<file path="config.mk">
export PLATFORM = sky130hd
export DESIGN_NAME = accented_metronome_tone_strobe
export DESIGN_NICKNAME = d
export VERILOG_FILES = /design/src/amts_pkg.sv /design/src/amts_div.sv /design/src/accented_metronome_tone_strobe.sv
export SDC_FILE = /design/constraint.sdc
export NUM_CORES = 1
export LEC_CHECK = 0
export ABC_AREA = 1
export ABC_CLOCK_PERIOD_IN_PS = 16000
export BUFFER_PORTS_ARGS = -buffer_cell sky130_fd_sc_hd__buf_4
export CAP_MARGIN = 40
export CORE_ASPECT_RATIO = 2
export CORE_UTILIZATION = 60
export CTS_BUF_LIST = sky130_fd_sc_hd__clkbuf_16
export CTS_CLUSTER_SIZE = 25
export DETAILED_ROUTE_END_ITERATION = 10
export MAX_ROUTING_LAYER = met4
export PLACE_DENSITY = 0.87
export REMOVE_ABC_BUFFERS = 1
export SETUP_SLACK_MARGIN = 0.02
export SLEW_MARGIN = 20
export SYNTH_ARGS = -nofsm -noshare
export SYNTH_HDL_FRONTEND = slang
export SYNTH_SLANG_ARGS = --single-unit
</file>
<file path="constraint.sdc">
create_clock -name clk -period 16 [get_ports clk]
set_input_delay 4 -clock clk [delete_from_list [all_inputs] [get_ports clk]]
set_output_delay 4 -clock clk [all_outputs]
set_load 0.05 [all_outputs]
</file>
<file path="src/amts_pkg.sv">
`default_nettype none

package amts_pkg;

    // Shared divider widths: 16-bit dividend/quotient, 10-bit divisor
    localparam int QUO_W = 16;
    localparam int DVS_W = 10;
    localparam int STEP_W = 4;

    // Sequencer states
    typedef enum logic [1:0] {
        ST_IDLE,
        ST_INTERVAL,
        ST_STROBE,
        ST_EMIT
    } seq_state_t;

    // Register index (byte address / 4)
    typedef enum logic [2:0] {
        REG_BPM         = 3'd0,
        REG_METER       = 3'd1,
        REG_STROBE_DIV  = 3'd2,
        REG_LOW_FREQ    = 3'd3,
        REG_HIGH_FREQ   = 3'd4,
        REG_LOW_EN      = 3'd5,
        REG_HIGH_EN     = 3'd6,
        REG_STROBE_EN   = 3'd7
    } cfg_index_t;

    // Meter codes
    localparam logic [2:0] METER_FREE        = 3'd0;
    localparam logic [2:0] METER_FOUR_FOUR   = 3'd1;
    localparam logic [2:0] METER_THREE_FOUR  = 3'd2;
    localparam logic [2:0] METER_SIX_EIGHT   = 3'd3;
    localparam logic [2:0] METER_TWO_FOUR    = 3'd4;

    // Timing and tone constants
    localparam logic [QUO_W-1:0] MINUTE_MS    = 16'd60000;
    localparam logic [17:0]      ACCENT_ONE   = 18'd15000;
    localparam logic [17:0]      ACCENT_SIX   = 18'd7000;
    localparam logic [17:0]      ACCENT_THREE = 18'd4000;
    localparam logic [16:0]      TONE_MAX     = 17'd131071;
    localparam logic [7:0]       STROBE_DUTY  = 8'd150;

    // Reset values
    localparam logic [9:0]  BPM_RST        = 10'd120;
    localparam logic [7:0]  STROBE_DIV_RST = 8'd50;
    localparam logic [16:0] LOW_FREQ_RST   = 17'd783;
    localparam logic [16:0] HIGH_FREQ_RST  = 17'd12622;
    localparam logic [2:0]  BAR_LEN_RST    = 3'd4;

endpackage

`default_nettype wire

</file>
<file path="src/amts_div.sv">
`default_nettype none

// Radix-2 restoring divider, one quotient bit per cycle.
// done pulses in the cycle after the last step; quotient holds until next start.
module amts_div (
    input  wire logic                        clk,
    input  wire logic                        rst_n,
    input  wire logic                        start,
    input  wire logic [amts_pkg::QUO_W-1:0]  dividend,
    input  wire logic [amts_pkg::DVS_W-1:0]  divisor,
    output logic                             done,
    output logic [amts_pkg::QUO_W-1:0]       quotient
);

    logic                           busy_reg;
    logic                           done_reg;
    logic [amts_pkg::STEP_W-1:0]    step_reg;
    logic [amts_pkg::DVS_W-1:0]     rem_reg;
    logic [amts_pkg::DVS_W-1:0]     dvs_reg;
    logic [amts_pkg::QUO_W-1:0]     quo_reg;

    logic [amts_pkg::DVS_W:0]       trial;
    logic [amts_pkg::DVS_W:0]       diff;
    logic                           fits;
    logic                           last_step;

    // Trial subtract of the shifted partial remainder
    always_comb
    begin
        trial     = {rem_reg, quo_reg[amts_pkg::QUO_W-1]};
        diff      = trial - {1'b0, dvs_reg};
        fits      = (trial >= {1'b0, dvs_reg});
        last_step = (step_reg == {amts_pkg::STEP_W{1'b1}});
    end

    // Control
    always_ff @(posedge clk or negedge rst_n)
    begin
        if (!rst_n)
        begin
            busy_reg <= 1'b0;
            done_reg <= 1'b0;
            step_reg <= '0;
        end
        else
        begin
            done_reg <= busy_reg && last_step;
            if (start)
            begin
                busy_reg <= 1'b1;
                step_reg <= '0;
            end
            else if (busy_reg)
            begin
                step_reg <= step_reg + 1'b1;
                if (last_step)
                begin
                    busy_reg <= 1'b0;
                end
            end
        end
    end

    // Datapath
    always_ff @(posedge clk)
    begin
        if (start)
        begin
            rem_reg <= '0;
            dvs_reg <= divisor;
            quo_reg <= dividend;
        end
        else if (busy_reg)
        begin
            rem_reg <= fits ? diff[amts_pkg::DVS_W-1:0] : trial[amts_pkg::DVS_W-1:0];
            quo_reg <= {quo_reg[amts_pkg::QUO_W-2:0], fits};
        end
    end

    assign done     = done_reg;
    assign quotient = quo_reg;

endmodule

`default_nettype wire

</file>
<file path="src/accented_metronome_tone_strobe.sv">
`default_nettype none
// The shared 16-step divider runs twice per item (beat interval, then strobe length).
// Input is taken only while the sequencer is idle, so one item at a time; it is
//   taken again as soon as the sequencer is idle, even while the previous result
//   waits on out_ready.
// Reset: asynchronous active-low; configuration registers return to defaults, beat state cleared.

module accented_metronome_tone_strobe (
    input  wire logic        clk,
    input  wire logic        rst_n,

    input  wire logic        psel,
    input  wire logic        penable,
    input  wire logic        pwrite,
    input  wire logic [4:0]  paddr,
    input  wire logic [31:0] pwdata,
    output logic [31:0]      prdata,
    output logic             pready,

    input  wire logic        in_valid,
    output logic             in_ready,
    input  wire logic [7:0]  advance_ms,

    output logic             out_valid,
    input  wire logic        out_ready,
    output logic [16:0]      low_tone_out,
    output logic             low_tone_changed,
    output logic [16:0]      high_tone_out,
    output logic             high_tone_changed,
    output logic [7:0]       strobe_level,
    output logic             indicator_on,
    output logic [2:0]       beat_number
);

    // Configuration registers
    logic [9:0]  bpm_reg;
    logic [2:0]  meter_reg;
    logic [7:0]  strobe_div_reg;
    logic [16:0] low_freq_reg;
    logic [16:0] high_freq_reg;
    logic        low_en_reg;
    logic        high_en_reg;
    logic        strobe_en_reg;

    // Beat state
    logic [15:0] elapsed_reg;
    logic [2:0]  beat_reg;
    logic [2:0]  bar_len_reg;
    logic [16:0] last_low_reg;
    logic [16:0] last_high_reg;
    logic        known_reg;

    // Sequencer and per-item work registers
    amts_pkg::seq_state_t state_reg, state_next;
    logic [7:0]  adv_reg;
    logic [15:0] interval_reg;
    logic [15:0] pulse_len_reg;

    // Output registers
    logic        out_valid_reg;
    logic [16:0] low_out_reg;
    logic        low_chg_reg;
    logic [16:0] high_out_reg;
    logic        high_chg_reg;
    logic        light_reg;
    logic [2:0]  beat_out_reg;

    // Divider hookup
    logic                          div_start;
    logic [amts_pkg::QUO_W-1:0]    div_dividend;
    logic [amts_pkg::DVS_W-1:0]    div_divisor;
    logic                          div_done;
    logic [amts_pkg::QUO_W-1:0]    div_quotient;

    logic        cfg_write;
    logic        in_xfer;
    logic        emit;
    logic [9:0]  bpm_eff;
    logic [7:0]  div_eff;

    // Result computation
    logic [16:0] t_sum;
    logic [15:0] t_sat;
    logic        wrap;
    logic [15:0] elapsed_new;
    logic [2:0]  beat_inc;
    logic [2:0]  beat_new;
    logic        free_meter;
    logic        sound;
    logic        light;
    logic [16:0] low_val;
    logic [17:0] accent;
    logic [17:0] high_sum;
    logic [16:0] high_val;

    assign pready    = 1'b1;
    assign cfg_write = psel && penable && pwrite;
    assign in_ready  = (state_reg == amts_pkg::ST_IDLE);
    assign in_xfer   = in_valid && in_ready;
    assign emit      = (state_reg == amts_pkg::ST_EMIT) && (!out_valid_reg || out_ready);

    assign bpm_eff = (bpm_reg == 10'd0) ? 10'd1 : bpm_reg;
    assign div_eff = (strobe_div_reg == 8'd0) ? 8'd1 : strobe_div_reg;

    amts_div u_div (
        .clk      (clk),
        .rst_n    (rst_n),
        .start    (div_start),
        .dividend (div_dividend),
        .divisor  (div_divisor),
        .done     (div_done),
        .quotient (div_quotient)
    );

    // Sequencer: interval = 60000 / bpm, then pulse = interval / divider
    always_comb
    begin
        state_next   = state_reg;
        div_start    = 1'b0;
        div_dividend = amts_pkg::MINUTE_MS;
        div_divisor  = bpm_eff;
        unique case (state_reg)
            amts_pkg::ST_IDLE:
            begin
                if (in_valid)
                begin
                    div_start  = 1'b1;
                    state_next = amts_pkg::ST_INTERVAL;
                end
            end
            amts_pkg::ST_INTERVAL:
            begin
                if (div_done)
                begin
                    div_start    = 1'b1;
                    div_dividend = div_quotient;
                    div_divisor  = {2'b00, div_eff};
                    state_next   = amts_pkg::ST_STROBE;
                end
            end
            amts_pkg::ST_STROBE:
            begin
                if (div_done)
                begin
                    state_next = amts_pkg::ST_EMIT;
                end
            end
            amts_pkg::ST_EMIT:
            begin
                if (emit)
                begin
                    state_next = amts_pkg::ST_IDLE;
                end
            end
            default:
            begin
                state_next = amts_pkg::ST_IDLE;
            end
        endcase
    end

    always_ff @(posedge clk or negedge rst_n)
    begin
        if (!rst_n)
        begin
            state_reg <= amts_pkg::ST_IDLE;
        end
        else
        begin
            state_reg <= state_next;
        end
    end

    // Per-item work registers
    always_ff @(posedge clk)
    begin
        if (in_xfer)
        begin
            adv_reg <= advance_ms;
        end
        if (state_reg == amts_pkg::ST_INTERVAL && div_done)
        begin
            interval_reg <= div_quotient;
        end
        if (state_reg == amts_pkg::ST_STROBE && div_done)
        begin
            pulse_len_reg <= div_quotient;
        end
    end

    // Beat advance, gate, strobe and accent
    always_comb
    begin
        t_sum       = {1'b0, elapsed_reg} + {9'd0, adv_reg};
        t_sat       = t_sum[16] ? 16'hFFFF : t_sum[15:0];
        wrap        = (t_sat >= interval_reg);
        elapsed_new = wrap ? 16'd0 : t_sat;
        beat_inc    = beat_reg + 3'd1;
        if (!wrap)
        begin
            beat_new = beat_reg;
        end
        else if (beat_inc > bar_len_reg)
        begin
            beat_new = 3'd1;
        end
        else
        begin
            beat_new = beat_inc;
        end

        free_meter = (meter_reg == amts_pkg::METER_FREE);
        sound      = free_meter || (elapsed_new < {1'b0, interval_reg[15:1]});
        light      = !free_meter && strobe_en_reg && (elapsed_new < pulse_len_reg);

        low_val = (low_en_reg && sound) ? low_freq_reg : 17'd0;

        if (free_meter)
        begin
            accent = 18'd0;
        end
        else if (beat_new == 3'd1)
        begin
            accent = amts_pkg::ACCENT_ONE;
        end
        else if (meter_reg == amts_pkg::METER_SIX_EIGHT && beat_new == 3'd4)
        begin
            accent = amts_pkg::ACCENT_SIX;
        end
        else if (meter_reg == amts_pkg::METER_FOUR_FOUR && beat_new == 3'd3)
        begin
            accent = amts_pkg::ACCENT_THREE;
        end
        else
        begin
            accent = 18'd0;
        end
        high_sum = {1'b0, high_freq_reg} + accent;
        if (!(high_en_reg && sound))
        begin
            high_val = 17'd0;
        end
        else if (high_sum[17])
        begin
            high_val = amts_pkg::TONE_MAX;
        end
        else
        begin
            high_val = high_sum[16:0];
        end
    end

    // Configuration writes and beat state
    always_ff @(posedge clk or negedge rst_n)
    begin
        if (!rst_n)
        begin
            bpm_reg        <= amts_pkg::BPM_RST;
            meter_reg      <= amts_pkg::METER_FREE;
            strobe_div_reg <= amts_pkg::STROBE_DIV_RST;
            low_freq_reg   <= amts_pkg::LOW_FREQ_RST;
            high_freq_reg  <= amts_pkg::HIGH_FREQ_RST;
            low_en_reg     <= 1'b0;
            high_en_reg    <= 1'b0;
            strobe_en_reg  <= 1'b0;
            elapsed_reg    <= '0;
            beat_reg       <= '0;
            bar_len_reg    <= amts_pkg::BAR_LEN_RST;
            last_low_reg   <= '0;
            last_high_reg  <= '0;
            known_reg      <= 1'b0;
        end
        else
        begin
            if (cfg_write)
            begin
                unique case (amts_pkg::cfg_index_t'(paddr[4:2]))
                    amts_pkg::REG_BPM:        bpm_reg        <= pwdata[9:0];
                    amts_pkg::REG_METER:
                    begin
                        meter_reg <= pwdata[2:0];
                        beat_reg  <= 3'd0;
                        case (pwdata[2:0])
                            amts_pkg::METER_FOUR_FOUR:  bar_len_reg <= 3'd4;
                            amts_pkg::METER_THREE_FOUR: bar_len_reg <= 3'd3;
                            amts_pkg::METER_SIX_EIGHT:  bar_len_reg <= 3'd6;
                            amts_pkg::METER_TWO_FOUR:   bar_len_reg <= 3'd2;
                            default:                    bar_len_reg <= bar_len_reg;
                        endcase
                    end
                    amts_pkg::REG_STROBE_DIV: strobe_div_reg <= pwdata[7:0];
                    amts_pkg::REG_LOW_FREQ:   low_freq_reg   <= pwdata[16:0];
                    amts_pkg::REG_HIGH_FREQ:  high_freq_reg  <= pwdata[16:0];
                    amts_pkg::REG_LOW_EN:     low_en_reg     <= pwdata[0];
                    amts_pkg::REG_HIGH_EN:    high_en_reg    <= pwdata[0];
                    amts_pkg::REG_STROBE_EN:  strobe_en_reg  <= pwdata[0];
                    default:                  bpm_reg        <= bpm_reg;
                endcase
            end
            if (emit)
            begin
                elapsed_reg   <= elapsed_new;
                beat_reg      <= beat_new;
                last_low_reg  <= low_val;
                last_high_reg <= high_val;
                known_reg     <= 1'b1;
            end
        end
    end

    // Register readback
    always_comb
    begin
        unique case (amts_pkg::cfg_index_t'(paddr[4:2]))
            amts_pkg::REG_BPM:        prdata = {22'd0, bpm_reg};
            amts_pkg::REG_METER:      prdata = {29'd0, meter_reg};
            amts_pkg::REG_STROBE_DIV: prdata = {24'd0, strobe_div_reg};
            amts_pkg::REG_LOW_FREQ:   prdata = {15'd0, low_freq_reg};
            amts_pkg::REG_HIGH_FREQ:  prdata = {15'd0, high_freq_reg};
            amts_pkg::REG_LOW_EN:     prdata = {31'd0, low_en_reg};
            amts_pkg::REG_HIGH_EN:    prdata = {31'd0, high_en_reg};
            amts_pkg::REG_STROBE_EN:  prdata = {31'd0, strobe_en_reg};
            default:                  prdata = 32'd0;
        endcase
    end

    // Output register: valid control
    always_ff @(posedge clk or negedge rst_n)
    begin
        if (!rst_n)
        begin
            out_valid_reg <= 1'b0;
        end
        else if (emit)
        begin
            out_valid_reg <= 1'b1;
        end
        else if (out_ready)
        begin
            out_valid_reg <= 1'b0;
        end
    end

    // Output register: payload
    always_ff @(posedge clk)
    begin
        if (emit)
        begin
            low_out_reg  <= low_val;
            low_chg_reg  <= !known_reg || (low_val != last_low_reg);
            high_out_reg <= high_val;
            high_chg_reg <= !known_reg || (high_val != last_high_reg);
            light_reg    <= light;
            beat_out_reg <= beat_new;
        end
    end

    assign out_valid         = out_valid_reg;
    assign low_tone_out      = low_out_reg;
    assign low_tone_changed  = low_chg_reg;
    assign high_tone_out     = high_out_reg;
    assign high_tone_changed = high_chg_reg;
    assign strobe_level      = light_reg ? amts_pkg::STROBE_DUTY : 8'd0;
    assign indicator_on      = light_reg;
    assign beat_number       = beat_out_reg;

endmodule

`default_nettype wire

</file>
# Word-level counts from Yosys, hierarchy flattened
# Cells that the tools add are included.
# W data, S select, Z words.
dict set report classes {
  reduce_logical 42
  n_eq_ne 27
  n_addsub 5
  n_mux 41
  order_cmp 5
}
# cell n
set op_table {}
lappend op_table {{$pmux W32 S8} 1}
lappend op_table {{$mux W16} 6}
lappend op_table {{$mux W17} 3}
lappend op_table {{$mux W10} 4}
lappend op_table {{$ne A17 B17 Y1} 2}
lappend op_table {{$mux W14} 2}
lappend op_table {{$reduce_and A2 Y1} 10}
lappend op_table {{$add A17 B18 Y18} 1}
lappend op_table {{$eq A3 B2 Y1 const B} 6}
lappend op_table {{$eq A3 B3 Y1 const B} 6}
lappend op_table {{$add A16 B8 Y17} 1}
lappend op_table {{$ge A16 B16 Y1} 1}
lappend op_table {{$lt A16 B15 Y1} 1}
lappend op_table {{$lt A16 B16 Y1} 1}
lappend op_table {{$mux W8} 2}
lappend op_table {{$mux W3} 5}
lappend op_table {{$logic_and A1 B1 Y1} 13}
lappend op_table {{$mux W13} 1}
lappend op_table {{$eq A3 B1 Y1 const B} 4}
lappend op_table {{$mux W12} 1}
lappend op_table {{$pmux W3 S4} 1}
lappend op_table {{$ge A11 B10 Y1} 1}
lappend op_table {{$logic_not A10 Y1} 1}
lappend op_table {{$sub A10 B10 Y10} 1}
lappend op_table {{other kinds (23)} 45}
dict set report totals {
  inputBits 52
  out_inout_bits 83
  register_bits 240
  elab_cells 151
}

# Logic depth before layout (Yosys ltp)
dict set report logic_depth {
  depth_word 15
  depth_mapped 49
}

# Modules after synthesis
# A second synthesis with hierarchy kept.
dict set report unflattened {
  cells_unflattened 1663
  area_unflattened_um2 13704.4
}
# module n_inst area_each_um2 cells_per_inst seq_area_each_um2
set by_module_without_submodules {}
lappend by_module_without_submodules {accented_metronome_tone_strobe 1 11417.2 1377 5381.4}
lappend by_module_without_submodules {amts_div 1 2287.2 286 1131.1}

# Least setup slack after synthesis
# Ideal clock, no wire load.
dict set report synth_path {
  kind {input-to-output}
  from {input paddr[4]}
  to {output prdata[13]}
  path_stages 4
  t_arrival_ps 5879
  n_path_buf 1
  path_slack_ps 6121
  cell_sequence {clkbuf_1 -> nor3_1 -> inv_1 -> o21ai_0}
}
dict set report synth_via {
  elab_chain_len 2
  elab_cells_between_ends 9
  classes_between {7 x eq/ne; 1 x mux; 1 x reduce/logical}
}
# item line_no
set synth_lines {}
lappend synth_lines {{from (decl)} accented_metronome_tone_strobe.sv:15} ;# input wire logic [4:0] paddr,
lappend synth_lines {{$eq A3 B3 Y1 (tied with other cells)} accented_metronome_tone_strobe.sv:314} ;# unique case (amts_pkg::cfg_index_t'(paddr[4:2]))
lappend synth_lines {{$pmux W32 S8 *} accented_metronome_tone_strobe.sv:314}
lappend synth_lines {{to (decl)} accented_metronome_tone_strobe.sv:17} ;# output logic [31:0] prdata,
# Every way passes the cells marked *; elsewhere a longest branch is shown, timed or not. The select of a mux whose other input is x is not followed.

# Worst setup path after layout
dict set report layout_path {
  from {input paddr[3]}
  to {output prdata[8]}
}
# The elaborated chain is that of the path after synthesis.

==> results.sh <==
export IMPL_postCtsSetupBuffers=0
export IMPL_initial_core_util=0.611
export IMPL_hpwl_um=22600
export IMPL_placed_cells=1866
export IMPL_fin_cells=1910
export IMPL_dr_pass1_iters=8
export IMPL_critical_path_class="in -> out"
export IMPL_start_kind="input pin"
export IMPL_core_area_um2=21600
export IMPL_place_gp_congestion=0.977
export IMPL_place_ws_ps=6500
export IMPL_seq_area_frac_synth=0.494
export IMPL_leakagePower_nw=7.33
export IMPL_worst_slack_ps=6410
export IMPL_cts_resized=0
export IMPL_slew_headroom=0.483
export IMPL_synth_avg_cell_area_um2=8.60
export IMPL_synth_seq_cells=240
export IMPL_p_sw_frac=0.427
export IMPL_end_kind="output pin"
export IMPL_power_frac_seq=0.359
export IMPL_timing_final_crit_period_ps=9590
export IMPL_cts_inserted_buffers=23
export IMPL_wirelength_um=31300
export IMPL_die_w_um=107
export IMPL_timing_final_crit_share=0.599
export IMPL_cts_root_buf="clkbuf_16"
export IMPL_path_clk_slew_ps=60
export IMPL_cts_tree="done"
export IMPL_intPower_mw=1.60
export IMPL_synth_edf_count=106
export IMPL_drive_above_1_share=0.126
export IMPL_final_cell_mix="nand2_1, inv_1, o21ai_0, edfxtp_1, buf_4"
export IMPL_grt_total_usage=0.291
export IMPL_antenna_found_initial=0
export IMPL_clk_latency_ps=530
export IMPL_async_flop_share=0.517
export IMPL_fp_dieH_um=212
export IMPL_path_cells="buf_4 -> nor2_1 -> inv_1 -> nor2_1 -> inv_1 -> o211ai_1 -> buf_4"
export IMPL_arrival_ps=5590
export IMPL_layout_cells_most_common="nand2_1"
export IMPL_final_setup_skew_ps=6.18
export IMPL_wire_per_inst_um=16.4
export IMPL_p_per_area_nw_per_um2=188
export IMPL_drc=0
export IMPL_h_tree_depth=1
export IMPL_max_freq_mhz=104
export IMPL_cpPeakStageDelay_ps=510
export IMPL_drt_antenna_violating_nets=0
export IMPL_floorplan_die_area_um2=22600
export IMPL_final_setup_viol_count=0
export IMPL_hold_class="reg -> reg"
export IMPL_grt_pass1_vias=10700
export IMPL_tightest_slew_ps=773
export IMPL_status="finished, final reports clean"
export IMPL_grt_pass1_wl_um=50000
export IMPL_synth_area_um2=13200
export IMPL_drtIter0Drc=641
export IMPL_cap_violations=0
export IMPL_slowest_stage="nor2_1"
export IMPL_crit_family="buffers and inverters"
export IMPL_rows=76
export IMPL_via_count=10800
export IMPL_path_buf_inv=4
export IMPL_critPathMaxFanout=9
export IMPL_p_sw_mw=1.19
export IMPL_synth_cell_types=55
export IMPL_hold_viol=0
export IMPL_slew_violations=0
export IMPL_ir_drop_mv=0.130
export IMPL_rsz0062_at_grt="no"
export IMPL_num_nets_final=1758
export IMPL_cts_buffer_depth=3
export IMPL_p_comb_frac=0.441
export IMPL_hold_buffers=0
export IMPL_grt_max_degree=79
export IMPL_grt_overflow_total=0
export IMPL_area_delta_synth_final_pct=12.7
export IMPL_io_pins=135
export IMPL_port_buffers=97
export IMPL_yosys_warnings=0
export IMPL_cp_required_ps=12000
export IMPL_p_clk_frac=0.200
export IMPL_synth_flop_cell="edfxtp_1"
export IMPL_antenna_cells=0
export IMPL_clock_sinks=240
export IMPL_viasPerCell=5.65
export IMPL_fin_setup_tns_ps=0
export IMPL_synthCells=1535
==> power groups by stage <==
stage / clock network, mW / logic [mW] / registers, mW
finish: 0.560 / 1.23 / 1.00
global route: 0.590 / 1.37 / 1.02
CTS: 0.568 / 1.22 / 1.00
detailed placement: 0 / 1.20 / 1.01
global placement: 0 / 1.15 / 1.00
floorplan: 0 / 0.751 / 1.12
==> stage by stage <==
stage / hold slack, ps / power, mW / utilization / instance area, um^2
floorplan: 435 / 1.87 / - / 12900
global placement: 449 / 2.15 / 0.649 / 14000
detailed placement: 458 / 2.21 / 0.651 / 14100
CTS: 466 / 2.79 / 0.687 / 14800
global route: 486 / 2.98 / 0.689 / 14900
finish: 469 / 2.79 / 0.689 / 14900
==> layer usage <==
metal  up-vias  wire length [um]  part of all wire  track usage
met2       369             17500              0.56        0.555
li1       5185                 -                 -            -
met3       130              1400             0.045       0.0256
met1      5099             10500              0.34        0.272
met4         0              1890             0.060        0.182
met5         -                 0                 0            -
==> cells by family after synthesis <==
logic type | synth area share
compound gates | 0.111
xor+xnor | 0.0126
fa+ha+maj | 0.0833
buf+inv | 0.0996
flops | 0.494
other cells | 0.000569
simple gates | 0.199
==> worst paths after layout <==
check	startpoint	to	slack, ps	depth (start not counted)
hold reg to reg	u_div.step_reg[3]$_DFFE_PN0P_	u_div.step_reg[3]$_DFFE_PN0P_	470	1
setup / recovery	paddr[3]	prdata[8]	6410	7
min in group asynchronous	rst_n	strobe_div_reg[6]$_DFFE_PN0P_	3520	1
hold / removal	u_div.step_reg[3]$_DFFE_PN0P_	u_div.step_reg[3]$_DFFE_PN0P_	470	1
setup reg to reg	adv_reg[2]$_DFFE_PP_	high_tone_changed$_DFFE_PP_	7510	41
max in group asynchronous	rst_n	high_freq_reg[13]$_DFFE_PN1P_	11240	3
==> cell type report <==
type / instances / area, um^2
multi-input cells: 1000 / 5440
clock inverters: 19 / 189
well taps: 273 / 342
inverters: 244 / 916
fillers: 1623 / 6720
repair buffers: 111 / 892
flip-flops and latches: 240 / 6510
clock buffers: 23 / 576
==> cell usage after synthesis (21+ instances only) <==
cell / number / area [um^2]
edfxtp_1: 106 / 3180
clkbuf_1: 32 / 120
buf_4: 25 / 188
nand4_1: 33 / 206
nand2_1: 382 / 1430
dfstp_2: 21 / 552
a21oi_1: 61 / 305
o21ai_0: 144 / 721
nand3_1: 63 / 315
nor2_1: 70 / 263
ha_1: 83 / 1040
inv_1: 242 / 908
dfrtp_1: 103 / 2580
==> worst register-to-register path, delay by kind of cell, from the launching register on <==
kind | cells | cell delay, ps
AND/OR/NAND/NOR | 22 | 3650
AO/OA/AOI/OAI | 11 | 2530
adder cells (fa/ha/maj) | 4 | 1290
buffers and inverters | 4 | 410
flip-flops | 1 | 390
Note: power is estimated with default switching activity, not from simulation.
